[src/design/tactile_contact_detector_defines.svh]
// ----------------------------------------------------------------------------
// Tactile contact detector assertion macros
// Shared concurrent assertion forms, clocked on i_clk and off during reset.
// ----------------------------------------------------------------------------
`ifndef TACTILE_CONTACT_DETECTOR_DEFINES_SVH
`define TACTILE_CONTACT_DETECTOR_DEFINES_SVH

// Consequent checked in the same cycle as the antecedent
`define TCD_ASSERT_SAME(label, ante, cons, msg) \
    label: assert property (@(posedge i_clk) disable iff (!i_rst_n) (ante) |-> (cons)) \
        else $error(msg);

// Consequent checked in the cycle after the antecedent
`define TCD_ASSERT_NEXT(label, ante, cons, msg) \
    label: assert property (@(posedge i_clk) disable iff (!i_rst_n) (ante) |=> (cons)) \
        else $error(msg);

`endif

[src/design/tcd_pkg.sv]
`timescale 1ns / 1ps
// ----------------------------------------------------------------------------
// Tactile contact detector package
// Shared types, status codes, register map and reset values.
// ----------------------------------------------------------------------------
package tcd_pkg;

    // Item mode codes
    localparam logic MODE_START  = 1'b0;
    localparam logic MODE_SAMPLE = 1'b1;

    // Result status codes
    typedef enum logic [2:0] {
        ST_RUNNING  = 3'd0,
        ST_FINGER_A = 3'd1,
        ST_FINGER_B = 3'd2,
        ST_TORQUE   = 3'd3,
        ST_TIMEOUT  = 3'd4,
        ST_EMPTY    = 3'd5
    } t_status;

    // Register map: index is paddr[4:2]
    localparam int unsigned ADDR_W = 5;
    localparam int unsigned IDX_W  = 3;
    localparam logic [IDX_W-1:0] REG_DETECT_FORCE   = 3'd0;
    localparam logic [IDX_W-1:0] REG_RUN_TIMEOUT    = 3'd1;
    localparam logic [IDX_W-1:0] REG_TORQUE_LIMIT   = 3'd2;
    localparam logic [IDX_W-1:0] REG_COUNT_NEED     = 3'd3;
    localparam logic [IDX_W-1:0] REG_TORQUE_HOLD_MS = 3'd4;
    localparam logic [IDX_W-1:0] REG_MIN_POSITION   = 3'd5;

    // Register reset values
    localparam logic [15:0] RST_DETECT_FORCE   = 16'd100;
    localparam logic [31:0] RST_RUN_TIMEOUT    = 32'd10000;
    localparam logic [14:0] RST_TORQUE_LIMIT   = 15'd400;
    localparam logic [3:0]  RST_COUNT_NEED     = 4'd3;
    localparam logic [15:0] RST_TORQUE_HOLD_MS = 16'd1000;
    localparam logic [15:0] RST_MIN_POSITION   = 16'd100;

    // Detection counter saturation value
    localparam logic [4:0] COUNT_MAX = 5'd31;

    typedef struct packed {
        logic [15:0] detect_force;
        logic [31:0] run_timeout;
        logic [14:0] torque_limit;
        logic [3:0]  count_need;
        logic [15:0] torque_hold_ms;
        logic [15:0] min_position;
    } t_cfg;

    typedef struct packed {
        logic               mode;
        logic [31:0]        now_ms;
        logic signed [15:0] motor_torque;
        logic [15:0]        motor_position;
        logic [15:0]        force_a;
        logic [15:0]        force_b;
    } t_in_item;

endpackage

[src/design/tcd_in_if.sv]
`timescale 1ns / 1ps
// ----------------------------------------------------------------------------
// Tactile contact detector input channel
// Valid/ready channel carrying one start or sample item.
// ----------------------------------------------------------------------------
interface tcd_in_if;
    logic               valid;
    logic               ready;
    logic               mode;
    logic [31:0]        now_ms;
    logic signed [15:0] motor_torque;
    logic [15:0]        motor_position;
    logic [15:0]        force_a;
    logic [15:0]        force_b;

    modport source (
        output valid, mode, now_ms, motor_torque, motor_position, force_a, force_b,
        input  ready
    );

    modport sink (
        input  valid, mode, now_ms, motor_torque, motor_position, force_a, force_b,
        output ready
    );
endinterface

[src/design/tcd_out_if.sv]
`timescale 1ns / 1ps
// ----------------------------------------------------------------------------
// Tactile contact detector result channel
// Valid/ready channel carrying one status result per item.
// ----------------------------------------------------------------------------
interface tcd_out_if;
    logic       valid;
    logic       ready;
    logic [2:0] status;
    logic       finished;

    modport source (
        output valid, status, finished,
        input  ready
    );

    modport sink (
        input  valid, status, finished,
        output ready
    );
endinterface

[src/design/tactile_contact_detector.sv]
`timescale 1ns / 1ps
// ----------------------------------------------------------------------------
// Tactile contact detector
// Gripper contact decision from finger forces, position, torque and time.
//
//   channel   dir  handshake            payload
//   i_in      in   valid/ready          mode, now_ms, motor_torque,
//                                       motor_position, force_a, force_b
//   o_out     out  valid/ready          status, finished
//   cfg       in   APB psel/penable     paddr, pwdata, prdata (pready tied high)
//
// One item per cycle sustained while the result side keeps taking results; each
// result passes through the input register, then the result register.
// The ordered checks and state update sit in one stage between the registers.
// A stalled result register holds while the input register still takes one
// more item; the input side stalls only when both are full.
// Synchronous active-low reset clears run state and loads register defaults.
// ----------------------------------------------------------------------------
module tactile_contact_detector (
    input  logic                       i_clk,
    input  logic                       i_rst_n,
    tcd_in_if.sink                     i_in,
    tcd_out_if.source                  o_out,
    input  logic                       psel,
    input  logic                       penable,
    input  logic                       pwrite,
    input  logic [tcd_pkg::ADDR_W-1:0] paddr,
    input  logic [31:0]                pwdata,
    output logic [31:0]                prdata,
    output logic                       pready
);
    import tcd_pkg::*;

    t_cfg       cfg;
    t_in_item   r_item;
    logic       r_in_valid;
    logic       r_out_valid;
    logic [2:0] r_out_status;
    logic       r_out_finished;
    logic       advance;
    logic       in_xfer;
    logic [2:0] ev_status;
    logic       ev_finished;

    tcd_cfg_regs u_cfg (
        .i_clk   (i_clk),
        .i_rst_n (i_rst_n),
        .psel    (psel),
        .penable (penable),
        .pwrite  (pwrite),
        .paddr   (paddr),
        .pwdata  (pwdata),
        .prdata  (prdata),
        .pready  (pready),
        .o_cfg   (cfg)
    );

    tcd_eval u_eval (
        .i_clk      (i_clk),
        .i_rst_n    (i_rst_n),
        .i_advance  (advance),
        .i_item     (r_item),
        .i_cfg      (cfg),
        .o_status   (ev_status),
        .o_finished (ev_finished)
    );

    // Move the held item into the result register when that slot frees up
    assign advance    = r_in_valid && (!r_out_valid || o_out.ready);
    assign i_in.ready = !r_in_valid || advance;
    assign in_xfer    = i_in.valid && i_in.ready;

    // Input register
    always_ff @(posedge i_clk) begin
        if (!i_rst_n) begin
            r_in_valid <= 1'b0;
        end else if (in_xfer) begin
            r_in_valid <= 1'b1;
        end else if (advance) begin
            r_in_valid <= 1'b0;
        end
    end

    always_ff @(posedge i_clk) begin
        if (in_xfer) begin
            r_item.mode           <= i_in.mode;
            r_item.now_ms         <= i_in.now_ms;
            r_item.motor_torque   <= i_in.motor_torque;
            r_item.motor_position <= i_in.motor_position;
            r_item.force_a        <= i_in.force_a;
            r_item.force_b        <= i_in.force_b;
        end
    end

    // Result register
    always_ff @(posedge i_clk) begin
        if (!i_rst_n) begin
            r_out_valid <= 1'b0;
        end else if (advance) begin
            r_out_valid <= 1'b1;
        end else if (o_out.ready) begin
            r_out_valid <= 1'b0;
        end
    end

    always_ff @(posedge i_clk) begin
        if (advance) begin
            r_out_status   <= ev_status;
            r_out_finished <= ev_finished;
        end
    end

    assign o_out.valid    = r_out_valid;
    assign o_out.status   = r_out_status;
    assign o_out.finished = r_out_finished;

endmodule

[src/design/tcd_cfg_regs.sv]
`timescale 1ns / 1ps
// ----------------------------------------------------------------------------
// Tactile contact detector configuration registers
// APB-style register file holding thresholds, limits and times.
// ----------------------------------------------------------------------------
module tcd_cfg_regs (
    input  logic                      i_clk,
    input  logic                      i_rst_n,
    input  logic                      psel,
    input  logic                      penable,
    input  logic                      pwrite,
    input  logic [tcd_pkg::ADDR_W-1:0] paddr,
    input  logic [31:0]               pwdata,
    output logic [31:0]               prdata,
    output logic                      pready,
    output tcd_pkg::t_cfg             o_cfg
);
    import tcd_pkg::*;

    t_cfg             r_cfg;
    logic             wr_en;
    logic [IDX_W-1:0] reg_idx;

    assign pready  = 1'b1;
    assign reg_idx = paddr[ADDR_W-1:2];
    assign wr_en   = psel && penable && pwrite && pready;
    assign o_cfg   = r_cfg;

    // Write the addressed register on the access cycle
    always_ff @(posedge i_clk) begin
        if (!i_rst_n) begin
            r_cfg.detect_force   <= RST_DETECT_FORCE;
            r_cfg.run_timeout    <= RST_RUN_TIMEOUT;
            r_cfg.torque_limit   <= RST_TORQUE_LIMIT;
            r_cfg.count_need     <= RST_COUNT_NEED;
            r_cfg.torque_hold_ms <= RST_TORQUE_HOLD_MS;
            r_cfg.min_position   <= RST_MIN_POSITION;
        end else if (wr_en) begin
            unique case (reg_idx)
                REG_DETECT_FORCE:   r_cfg.detect_force   <= pwdata[15:0];
                REG_RUN_TIMEOUT:    r_cfg.run_timeout    <= pwdata;
                REG_TORQUE_LIMIT:   r_cfg.torque_limit   <= pwdata[14:0];
                REG_COUNT_NEED:     r_cfg.count_need     <= pwdata[3:0];
                REG_TORQUE_HOLD_MS: r_cfg.torque_hold_ms <= pwdata[15:0];
                REG_MIN_POSITION:   r_cfg.min_position   <= pwdata[15:0];
                default: ;
            endcase
        end
    end

    // Read back the addressed register
    always_comb begin
        unique case (reg_idx)
            REG_DETECT_FORCE:   prdata = {16'd0, r_cfg.detect_force};
            REG_RUN_TIMEOUT:    prdata = r_cfg.run_timeout;
            REG_TORQUE_LIMIT:   prdata = {17'd0, r_cfg.torque_limit};
            REG_COUNT_NEED:     prdata = {28'd0, r_cfg.count_need};
            REG_TORQUE_HOLD_MS: prdata = {16'd0, r_cfg.torque_hold_ms};
            REG_MIN_POSITION:   prdata = {16'd0, r_cfg.min_position};
            default:            prdata = 32'd0;
        endcase
    end

endmodule

[src/design/tcd_eval.sv]
`timescale 1ns / 1ps
`include "tactile_contact_detector_defines.svh"
// ----------------------------------------------------------------------------
// Tactile contact detector evaluation
// Run state and the ordered checks that turn one item into a status.
// ----------------------------------------------------------------------------
module tcd_eval (
    input  logic              i_clk,
    input  logic              i_rst_n,
    input  logic              i_advance,
    input  tcd_pkg::t_in_item i_item,
    input  tcd_pkg::t_cfg     i_cfg,
    output logic [2:0]        o_status,
    output logic              o_finished
);
    import tcd_pkg::*;

    typedef struct packed {
        logic        detect;
        logic [4:0]  count;
        logic [15:0] last;
    } t_finger;

    // One finger update: above threshold, count up on a rising force, else down; detect on count
    function automatic t_finger finger_step(
        input logic [15:0] force_v,
        input logic [4:0]  count_v,
        input logic [15:0] last_v,
        input logic [15:0] thresh,
        input logic [3:0]  needed
    );
        t_finger res;
        logic [4:0] cnt;
        res.detect = 1'b0;
        res.count  = count_v;
        res.last   = last_v;
        if (force_v > thresh) begin
            if (force_v > last_v) begin
                cnt = (count_v == COUNT_MAX) ? COUNT_MAX : count_v + 5'd1;
            end else begin
                cnt = (count_v == 5'd0) ? 5'd0 : count_v - 5'd1;
            end
            res.count  = cnt;
            res.detect = (cnt > {1'b0, needed});
            if (!res.detect) begin
                res.last = force_v;
            end
        end
        return res;
    endfunction

    logic [31:0] r_start_time, n_start_time;
    logic [4:0]  r_count_a, n_count_a;
    logic [4:0]  r_count_b, n_count_b;
    logic [15:0] r_last_a, n_last_a;
    logic [15:0] r_last_b, n_last_b;
    logic        r_done, n_done;
    t_status     r_final, n_final;

    logic [31:0] elapsed;
    logic [15:0] torque_mag;
    logic        timeout_hit;
    logic        empty_hit;
    logic        torque_hit;
    t_finger     fa;
    t_finger     fb;
    t_status     st;

    logic        start_in;
    logic        held_sample;
    logic        counts_clear;

    // Check terms for the item in flight
    always_comb begin
        elapsed     = i_item.now_ms - r_start_time;
        torque_mag  = i_item.motor_torque[15] ? 16'(-i_item.motor_torque)
                                              : i_item.motor_torque;
        timeout_hit = elapsed > i_cfg.run_timeout;
        empty_hit   = i_item.motor_position < i_cfg.min_position;
        torque_hit  = (elapsed > {16'd0, i_cfg.torque_hold_ms}) &&
                      (torque_mag > {1'b0, i_cfg.torque_limit});
        fa = finger_step(i_item.force_a, r_count_a, r_last_a,
                         i_cfg.detect_force, i_cfg.count_need);
        fb = finger_step(i_item.force_b, r_count_b, r_last_b,
                         i_cfg.detect_force, i_cfg.count_need);
    end

    // Next run state: a start clears the run; otherwise the first check to fire wins
    always_comb begin
        n_start_time = r_start_time;
        n_count_a    = r_count_a;
        n_count_b    = r_count_b;
        n_last_a     = r_last_a;
        n_last_b     = r_last_b;
        n_done       = r_done;
        n_final      = r_final;
        st           = ST_RUNNING;
        if (i_advance) begin
            if (i_item.mode == MODE_START) begin
                n_start_time = i_item.now_ms;
                n_count_a    = 5'd0;
                n_count_b    = 5'd0;
                n_last_a     = 16'd0;
                n_last_b     = 16'd0;
                n_done       = 1'b0;
                n_final      = ST_RUNNING;
            end else if (!r_done) begin
                priority if (timeout_hit) begin
                    st = ST_TIMEOUT;
                end else if (empty_hit) begin
                    st = ST_EMPTY;
                end else begin
                    n_count_a = fa.count;
                    n_last_a  = fa.last;
                    if (fa.detect) begin
                        st = ST_FINGER_A;
                    end else begin
                        n_count_b = fb.count;
                        n_last_b  = fb.last;
                        if (fb.detect) begin
                            st = ST_FINGER_B;
                        end else if (torque_hit) begin
                            st = ST_TORQUE;
                        end
                    end
                end
                if (st != ST_RUNNING) begin
                    n_done  = 1'b1;
                    n_final = st;
                end
            end
        end
    end

    // Result follows the updated hold state
    assign o_status   = n_done ? n_final : ST_RUNNING;
    assign o_finished = n_done;

    // Hold run state
    always_ff @(posedge i_clk) begin
        if (!i_rst_n) begin
            r_start_time <= 32'd0;
            r_count_a    <= 5'd0;
            r_count_b    <= 5'd0;
            r_last_a     <= 16'd0;
            r_last_b     <= 16'd0;
            r_done       <= 1'b0;
            r_final      <= ST_RUNNING;
        end else begin
            r_start_time <= n_start_time;
            r_count_a    <= n_count_a;
            r_count_b    <= n_count_b;
            r_last_a     <= n_last_a;
            r_last_b     <= n_last_b;
            r_done       <= n_done;
            r_final      <= n_final;
        end
    end

    // Terms for the checks below
    assign start_in     = i_advance && (i_item.mode == MODE_START);
    assign held_sample  = i_advance && (i_item.mode == MODE_SAMPLE) && r_done;
    assign counts_clear = (r_count_a == 5'd0) && (r_count_b == 5'd0);

    `TCD_ASSERT_SAME(a_done_has_code, r_done, r_final != ST_RUNNING, "held status is running")
    `TCD_ASSERT_NEXT(a_start_clears, start_in, !r_done && counts_clear, "start kept run state")
    `TCD_ASSERT_NEXT(a_final_holds, held_sample, r_done && $stable(r_final), "final status moved")
    `TCD_ASSERT_NEXT(a_counts_hold, held_sample, $stable({r_count_a, r_count_b}), "counts moved")

endmodule

[src/flat_wrapper.sv]
// flat-port wrapper written by rule: the top's interface ports become plain ports
module tactile_contact_detector_flat import tcd_pkg::*;
  (i_clk, i_rst_n, psel, penable, pwrite, paddr, pwdata, prdata, pready, i_in_valid, i_in_mode, i_in_now_ms, i_in_motor_torque, i_in_motor_position, i_in_force_a, i_in_force_b, i_in_ready, o_out_valid, o_out_status, o_out_finished, o_out_ready);
  tcd_in_if i_in_i ();
  tcd_out_if o_out_i ();
  input  logic i_clk;
  input  logic i_rst_n;
  input  logic psel;
  input  logic penable;
  input  logic pwrite;
  input  logic [tcd_pkg::ADDR_W-1:0] paddr;
  input  logic [31:0] pwdata;
  output logic [31:0] prdata;
  output logic pready;
  input wire logic [$bits(i_in_i.valid)-1:0] i_in_valid;
  input wire logic [$bits(i_in_i.mode)-1:0] i_in_mode;
  input wire logic [$bits(i_in_i.now_ms)-1:0] i_in_now_ms;
  input wire logic [$bits(i_in_i.motor_torque)-1:0] i_in_motor_torque;
  input wire logic [$bits(i_in_i.motor_position)-1:0] i_in_motor_position;
  input wire logic [$bits(i_in_i.force_a)-1:0] i_in_force_a;
  input wire logic [$bits(i_in_i.force_b)-1:0] i_in_force_b;
  output wire logic [$bits(i_in_i.ready)-1:0] i_in_ready;
  output wire logic [$bits(o_out_i.valid)-1:0] o_out_valid;
  output wire logic [$bits(o_out_i.status)-1:0] o_out_status;
  output wire logic [$bits(o_out_i.finished)-1:0] o_out_finished;
  input wire logic [$bits(o_out_i.ready)-1:0] o_out_ready;
  assign i_in_i.valid = i_in_valid;
  assign i_in_i.mode = i_in_mode;
  assign i_in_i.now_ms = i_in_now_ms;
  assign i_in_i.motor_torque = i_in_motor_torque;
  assign i_in_i.motor_position = i_in_motor_position;
  assign i_in_i.force_a = i_in_force_a;
  assign i_in_i.force_b = i_in_force_b;
  assign i_in_ready = i_in_i.ready;
  assign o_out_valid = o_out_i.valid;
  assign o_out_status = o_out_i.status;
  assign o_out_finished = o_out_i.finished;
  assign o_out_i.ready = o_out_ready;
  tactile_contact_detector u_core (.i_clk(i_clk), .i_rst_n(i_rst_n), .i_in(i_in_i), .o_out(o_out_i), .psel(psel), .penable(penable), .pwrite(pwrite), .paddr(paddr), .pwdata(pwdata), .prdata(prdata), .pready(pready));
endmodule
[config.mk]
export PLATFORM = sky130hd
export DESIGN_NAME = tactile_contact_detector_flat
export DESIGN_NICKNAME = d
export VERILOG_FILES = /design/src/design/tcd_pkg.sv /design/src/design/tcd_in_if.sv /design/src/design/tcd_out_if.sv /design/src/design/tactile_contact_detector.sv /design/src/design/tcd_cfg_regs.sv /design/src/design/tcd_eval.sv /design/src/flat_wrapper.sv
export VERILOG_INCLUDE_DIRS = /design/src /design/src/design
export SDC_FILE = /design/constraint.sdc
export NUM_CORES = 1
export LEC_CHECK = 0
export BUFFER_PORTS_ARGS = -buffer_cell sky130_fd_sc_hd__buf_2
export CAP_MARGIN = 20
export CORE_ASPECT_RATIO = 0.9
export CORE_MARGIN = 10
export CORE_UTILIZATION = 40
export CTS_CLUSTER_DIAMETER = 150
export DETAILED_ROUTE_END_ITERATION = 10
export GPL_TIMING_DRIVEN = 0
export PLACE_DENSITY_LB_ADDON = 0.05
export SETUP_SLACK_MARGIN = 0.5
export SLEW_MARGIN = 15
export SYNTH_ARGS = -nofsm -noshare
export SYNTH_HDL_FRONTEND = slang
export SYNTH_SLANG_ARGS = --single-unit
[constraint.sdc]
create_clock -name i_clk -period 5.13 [get_ports i_clk]
set_input_delay 0.7695 -clock i_clk [delete_from_list [all_inputs] [get_ports i_clk]]
set_output_delay 0.7695 -clock i_clk [all_outputs]
set_load 0.05 [all_outputs]
# Word-level counts from Yosys, hierarchy flattened
# Cells that the tools add are included.
[op_classes] addsub=6 n_reduce_logical=26 n_eq_ne=15 order_cmp=10 n_bitwise=1 mux=52
[op_table] operator="2-to-1 mux 16 bit" count=12
[op_table] operator="one-hot mux 32 bit (6 select lines)" count=1
[op_table] operator="2-to-1 mux 5 bit" count=17
[op_table] operator="greater-than comparator 16 bit" count=4
[op_table] operator="2-to-1 mux 22 bit" count=2
[op_table] operator="greater-than comparator 32 x 16 -> 1 bit" count=1
[op_table] operator="greater-than comparator 32 bit" count=1
[op_table] operator="subtractor 32 bit" count=1
[op_table] operator="2-to-1 mux 3 bit" count=9
[op_table] operator="greater-than comparator 16 x 15 -> 1 bit" count=1
[op_table] operator="< comparator 16 bit" count=1
[op_table] operator="inequality test 2 bit (second input constant)" count=8
[op_table] operator="negation 16 bit" count=1
[op_table] operator="AND reduction 2 bit" count=7
[op_table] operator="AND reduction 6 bit" count=2
[op_table] operator="adder 5 x 1 -> 5 bit (second input constant)" count=2
[op_table] operator="== test 5 bit (second input constant)" count=2
[op_table] operator="greater-than comparator 5 x 4 -> 1 bit" count=2
[op_table] operator="zero test 5 bit" count=2
[op_table] operator="subtractor 5 x 1 -> 5 bit (second input constant)" count=2
[op_table] operator="2-to-1 mux 1 bit" count=8
[op_table] operator="AND reduction 7 bit" count=1
[op_table] operator="== test 3 x 2 -> 1 bit (second input constant)" count=2
[op_table] operator="== test 3 bit (second input constant)" count=2
[op_table] operator="10 further kinds" count=19
[totals] output_inout_bits=39 reg_bits=280 in_bits=141

# Depth between registers and ports, before layout
[depth] word_depth=19 ltp_mapped=24 ltp_nobuf=22

# Hierarchy
# A second synthesis with hierarchy kept.
[unflattened] cells_unflattened=1942 area_unflattened_um2=17345.4
[modules_own_cells] module="tcd_eval" cells_per_inst=1336 instances=1 area_per_inst_um2=9596.7
[modules_own_cells] module="tcd_cfg_regs" cells_per_inst=496 instances=1 area_per_inst_um2=4611.9
[modules_own_cells] module="tactile_contact_detector" cells_per_inst=110 instances=1 area_per_inst_um2=3136.8

# Worst setup path before layout
# No wires, ideal clock.
[synth_path] path_kind="reg2reg" from="register u_core.r_item[64] (netlist name)" to="register u_core.u_eval.r_count_a[0]" slack_ps=742 path_stages_with_launch=20 arrival_ps=4318 setup_ps=70 period_less_slack_ps=4388 path_cell_list="edfxtp_1 > inv_1 > ha_1 > fa_1 > nand2b_1 > a21o_1 > a2111o_1 > and4b_1 > a311oi_1 > ha_1 > a21o_1 > a2111oi_0 > o21ai_0 > a21o_1 > a41oi_1 > o21ai_1 > nand2_1 > a31oi_2 > or3b_1 > a21oi_1"
[synth_between] elab_chain_cells=4
[synth_lines] element="start: declaration" line_no="tactile_contact_detector.sv:35" rtl="t_in_item r_item;"
[synth_lines] element="subtractor 32 bit" line_no="tcd_eval.sv:75" rtl="elapsed = i_item.now_ms - r_start_time;"
[synth_lines] element="greater-than comparator 32 bit" line_no="tcd_eval.sv:78" rtl="timeout_hit = elapsed > i_cfg.run_timeout;"
[synth_lines] element="inequality test 2 bit (no line)"
[synth_lines] element="AND reduction 5 bit (no line)"
[synth_lines] element="end signal: assignment" line_no="tcd_eval.sv:151" rtl="r_count_a <= n_count_a;"
[synth_lines] element="end: declaration" line_no="tcd_eval.sv:53" rtl="logic [4:0] r_count_a, n_count_a;"
# Every way passes these cells.
# A chain may end at the register's enable or synchronous reset.

# Final worst setup path
[layout_path] from="register u_core.r_item[64] (netlist name)" to="register u_core.u_eval.r_last_b[3]"
[layout_between] elab_chain_cells=4
[layout_lines] element="subtractor 32 bit" line_no="tcd_eval.sv:75"
[layout_lines] element="greater-than comparator 32 bit" line_no="tcd_eval.sv:78"
[layout_lines] element="inequality test 2 bit (no line)"
[layout_lines] element="AND reduction 7 bit (no line)"
[layout_lines] element="end signal: assignment" line_no="tcd_eval.sv:154" rtl="r_last_b <= n_last_b;"
[layout_lines] element="end: declaration" line_no="tcd_eval.sv:56" rtl="logic [15:0] r_last_b, n_last_b;"
# Every way passes these cells.

==> metrics <==
Vias/cell=5.450; Clk pin slew, worst setup/hold paths=50 ps; Die X-Extent=236.8 microns; FMAX=207.5 MHz; Reg2Reg Depth=22; largest net degree at the start of global routing=50; Antenna Cells=0; reg-to-reg startpoint=u_core.r_item[64]$_DFFE_PP_; Post-Syn Nets=2292; Synth Area per Inst=8.612 sq um; Yosys top cell by area=dfxtp_1; most used cell, CP=a21o_1; Sw Share=29.38%; NetSw=1.810 mW; total track usage=21.18%; synthesized flop and latch total=280; CP Launch Type=register; P_leak=8.032 nW; initial antenna violation count=0; Seq pwr share=39.6%; critical path startpoint=u_core.r_item[64]$_DFFE_PP_; First-pass DRT Iterations=6; Slew HR=28.19%; critical-path cell list=inv_2 > ha_4 > fa_2 > nand2b_4 > a21o_1 > a2111o_1 > and4b_1 > a311oi_4 > buf_6 > ha_4 > a21o_1 > a2111oi_4 > o21ai_1 > a21o_1 > a41oi_2 > o21ai_4 > a21oi_4 > a21oi_4 > buf_12 > buf_8 > nand3b_1 > a21oi_2; CTS root buf=clkbuf_16; # port buffers=174; Slew Limit Fails=0; Core ar.=41840 sq um; Clk pwr share=40.3%; placed instance area=18550 sq um; grt ovf=0; TritonCTS clock tree=built; synthesis-to-layout area growth=24.30%; I/O pins=180; Max-Cap Viols=0; post-route ant nets=0; Slowest-stage cell, CP=a2111o_1; Post-synth EDFFs=101; final hold violations=0; CTS Buffer Depth=3; drt drc=0; Critical Path RT=5600 ps; post-synthesis sequential area ratio=39.10%; Final Instance Area=21030 sq um; nets=2561; Post-Syn Area=16920 sq um; Placed Cells=2690; CP max stage delay=480 ps; Worst R2R Setup Slack=310 ps; fill count=4018; DPL Wire Length=43600 microns; Area contributors post-synth=dfxtp_1 21%, edfxtp_1 18%, ha_1 14%; Post-synth top flop=dfxtp_1; first-pass GRT wire length=85280 microns; WP data arrival=5290 ps; critical path class=register to register; Max FO, Critical Path=5; num rows=71; crit path capture type=register; async set-reset flop share out of synthesis=0%; Distinct cells, synth=86; final wirelength=56770 microns; Worst VDD drop=0.2515 mV; Yosys top cell area share=21.18%; RSZ-0062 raised after global routing=yes; worst setup path end=u_core.u_eval.r_last_b[3]$_SDFFE_PN0P_; status=finished clean; CTS Hold Buffers Added=0; Worst Max-Slew Pin Slew=1066 ps; CTS Buf Count=35; Final Util=50.27%; routed length per instance=20.22 microns; most frequent cells in the layout=341 x nand2_1, 223 x a21oi_1, 181 x inv_1; Hold Path Class=primary input to register; Min Hold Slack=381.0 ps; Finish-stage setup viols=0; Power Internal=4.352 mW; GP Congestion=0.9114; clk_lat worst skew=560 ps; Ys Warns=0; Starting DRT DRC Count=1118; clock sinks=280; Clock Skews=15.08 ps; reg2reg end=u_core.u_eval.r_last_b[3]$_SDFFE_PN0P_; H-tree lvl count=2; fraction of layout cells with a size suffix above 1=18.97%; Final Non-Filler Cells=2808; vias=15305; die area=50940 sq um; initial core utilization=40.44%; Power per Cell Area=293.0 nW/um^2; Period minus WS final=4820 ps; gate count of the mapped netlist=1965; die height=215.1 microns; Combinational Power Share=20.2%; vias in the first global route=14533; most common cell after layout, fill and taps aside=nand2_1; Final period util=93.95%
critical path, delay by kind of cell (launching register included):
| kind | cells | cell delay (ps) |
|---|---|---|
| buffers and inverters | 4 | 510 |
| AOI/OAI and AO/OA | 12 | 2440 |
| DFF | 1 | 440 |
| adders and majority gates | 3 | 710 |
| and+or+nand+nor | 3 | 610 |
final cells by class:
cell class,count,area [sq um],area share (%)
buffer,86,401.6,1.909
inverter,182,683.2,3.248
clock inverter,13,122.6,0.5830
sequential,280,6616,31.46
tap,547,684.4,3.254
clock buffer,51,1027,4.884
timing repair buffer,232,1448,6.882
multi-input combinational,1417,10050,47.78
cells by family after synthesis:
group,Yosys count,share of synthesized area [%]
compound gates,497,18.25
xor+xnor,35,1.856
fa+ha+maj,186,13.80
buf+inv,268,6.019
flops,280,39.10
mux,40,2.684
other cells,1,0.02216
simple gates,658,18.28
per-stage QoR:
step	setup TNS (ps)	setup slack, ps	power, mW
after CTS	0	339.7	6.114
after floorplan	0	742.1	3.137
after global routing	0	179.6	6.443
final	0	310.3	6.162
after global placement	-29720	-838.2	3.463
after detailed placement	-28730	-836.5	3.483
sequential cells by signal, summed over array words and instances, names as in the netlist:
| signal | count |
|---|---|
| u_core.u_eval.r_count_b | 5 |
| u_core.u_eval.r_count_a | 5 |
| u_core.o_out.finished | 1 |
| u_core.r_item | 97 |
| u_core.u_eval.r_done | 1 |
| u_core.u_cfg.o_cfg | 99 |
| u_core.u_eval.r_start_time | 32 |
| u_core.u_eval.r_last_b | 16 |
| u_core.o_out.valid | 1 |
| u_core.r_in_valid | 1 |
| u_core.u_eval.r_final | 3 |
| u_core.o_out.status | 3 |
| u_core.u_eval.r_last_a | 16 |
power by group through the flow:
stage	combinational, mW	clock [mW]	sequential [mW]
2_1_floorplan	0.666	0	2.47
4_1_cts	1.12	2.56	2.44
3_5_place_dp	0.998	0	2.48
5_1_grt	1.36	2.63	2.45
6_report	1.24	2.48	2.44
3_3_place_gp	0.972	0	2.49
Yosys cell counts (5+ instances only):
cell type,n
dfxtp_1,179
o22ai_1,16
mux2i_1,33
clkbuf_1,72
a21oi_1,238
or4_1,8
xnor2_1,29
edfxtp_1,101
or2_2,5
or3_1,9
o21ai_0,65
ha_1,185
nor2_1,75
nor2b_1,17
and3_1,9
buf_2,7
o21a_1,25
a31oi_1,9
and2_1,17
o211ai_1,29
a21o_1,40
nor4_1,13
nand4_1,33
nor3_1,36
o31ai_1,6
nand3_1,16
xor2_1,5
nand2b_1,16
buf_1,6
nand2_1,350
a2111oi_0,5
nand3b_1,35
a211oi_1,10
inv_1,182
worst min-delay path by stage:
stage,start,cells after the start,to
floorplan,u_core.u_eval.r_last_a[12]$_SDFFE_PN0P_,2,u_core.u_eval.r_last_a[12]$_SDFFE_PN0P_
global placement,u_core.u_eval.r_last_b[9]$_SDFFE_PN0P_,2,u_core.u_eval.r_last_b[9]$_SDFFE_PN0P_
detailed placement,u_core.u_eval.r_last_a[9]$_SDFFE_PN0P_,2,u_core.u_eval.r_last_a[9]$_SDFFE_PN0P_
CTS,i_in_now_ms[28],1,u_core.r_item[92]$_DFFE_PP_
global route,i_in_now_ms[31],1,u_core.r_item[95]$_DFFE_PP_
finish,i_in_motor_position[6],1,u_core.r_item[38]$_DFFE_PP_
per-layer routing:
layer	vias to the layer above	part of all wire, %	GRT usage, %	wire length (microns)
li1	7490	-	-	-
met4	0	2.1	5.856	1217
met1	7332	48	29.99	27290
met3	71	6.4	4.157	3616
met2	412	43	32.01	24650
met5	-	0	0	0
repair_timing:
| action | 4_1_cts | 5_1_grt |
|---|---|---|
| cloned | 1 | 1 |
| buffers inserted | 22 | 29 |
| resized for setup | 93 | 95 |
| pin swaps | 46 | 76 |
| endpoints found under the setup margin | 50 | 50 |
(Power assumes the default switching activity.)
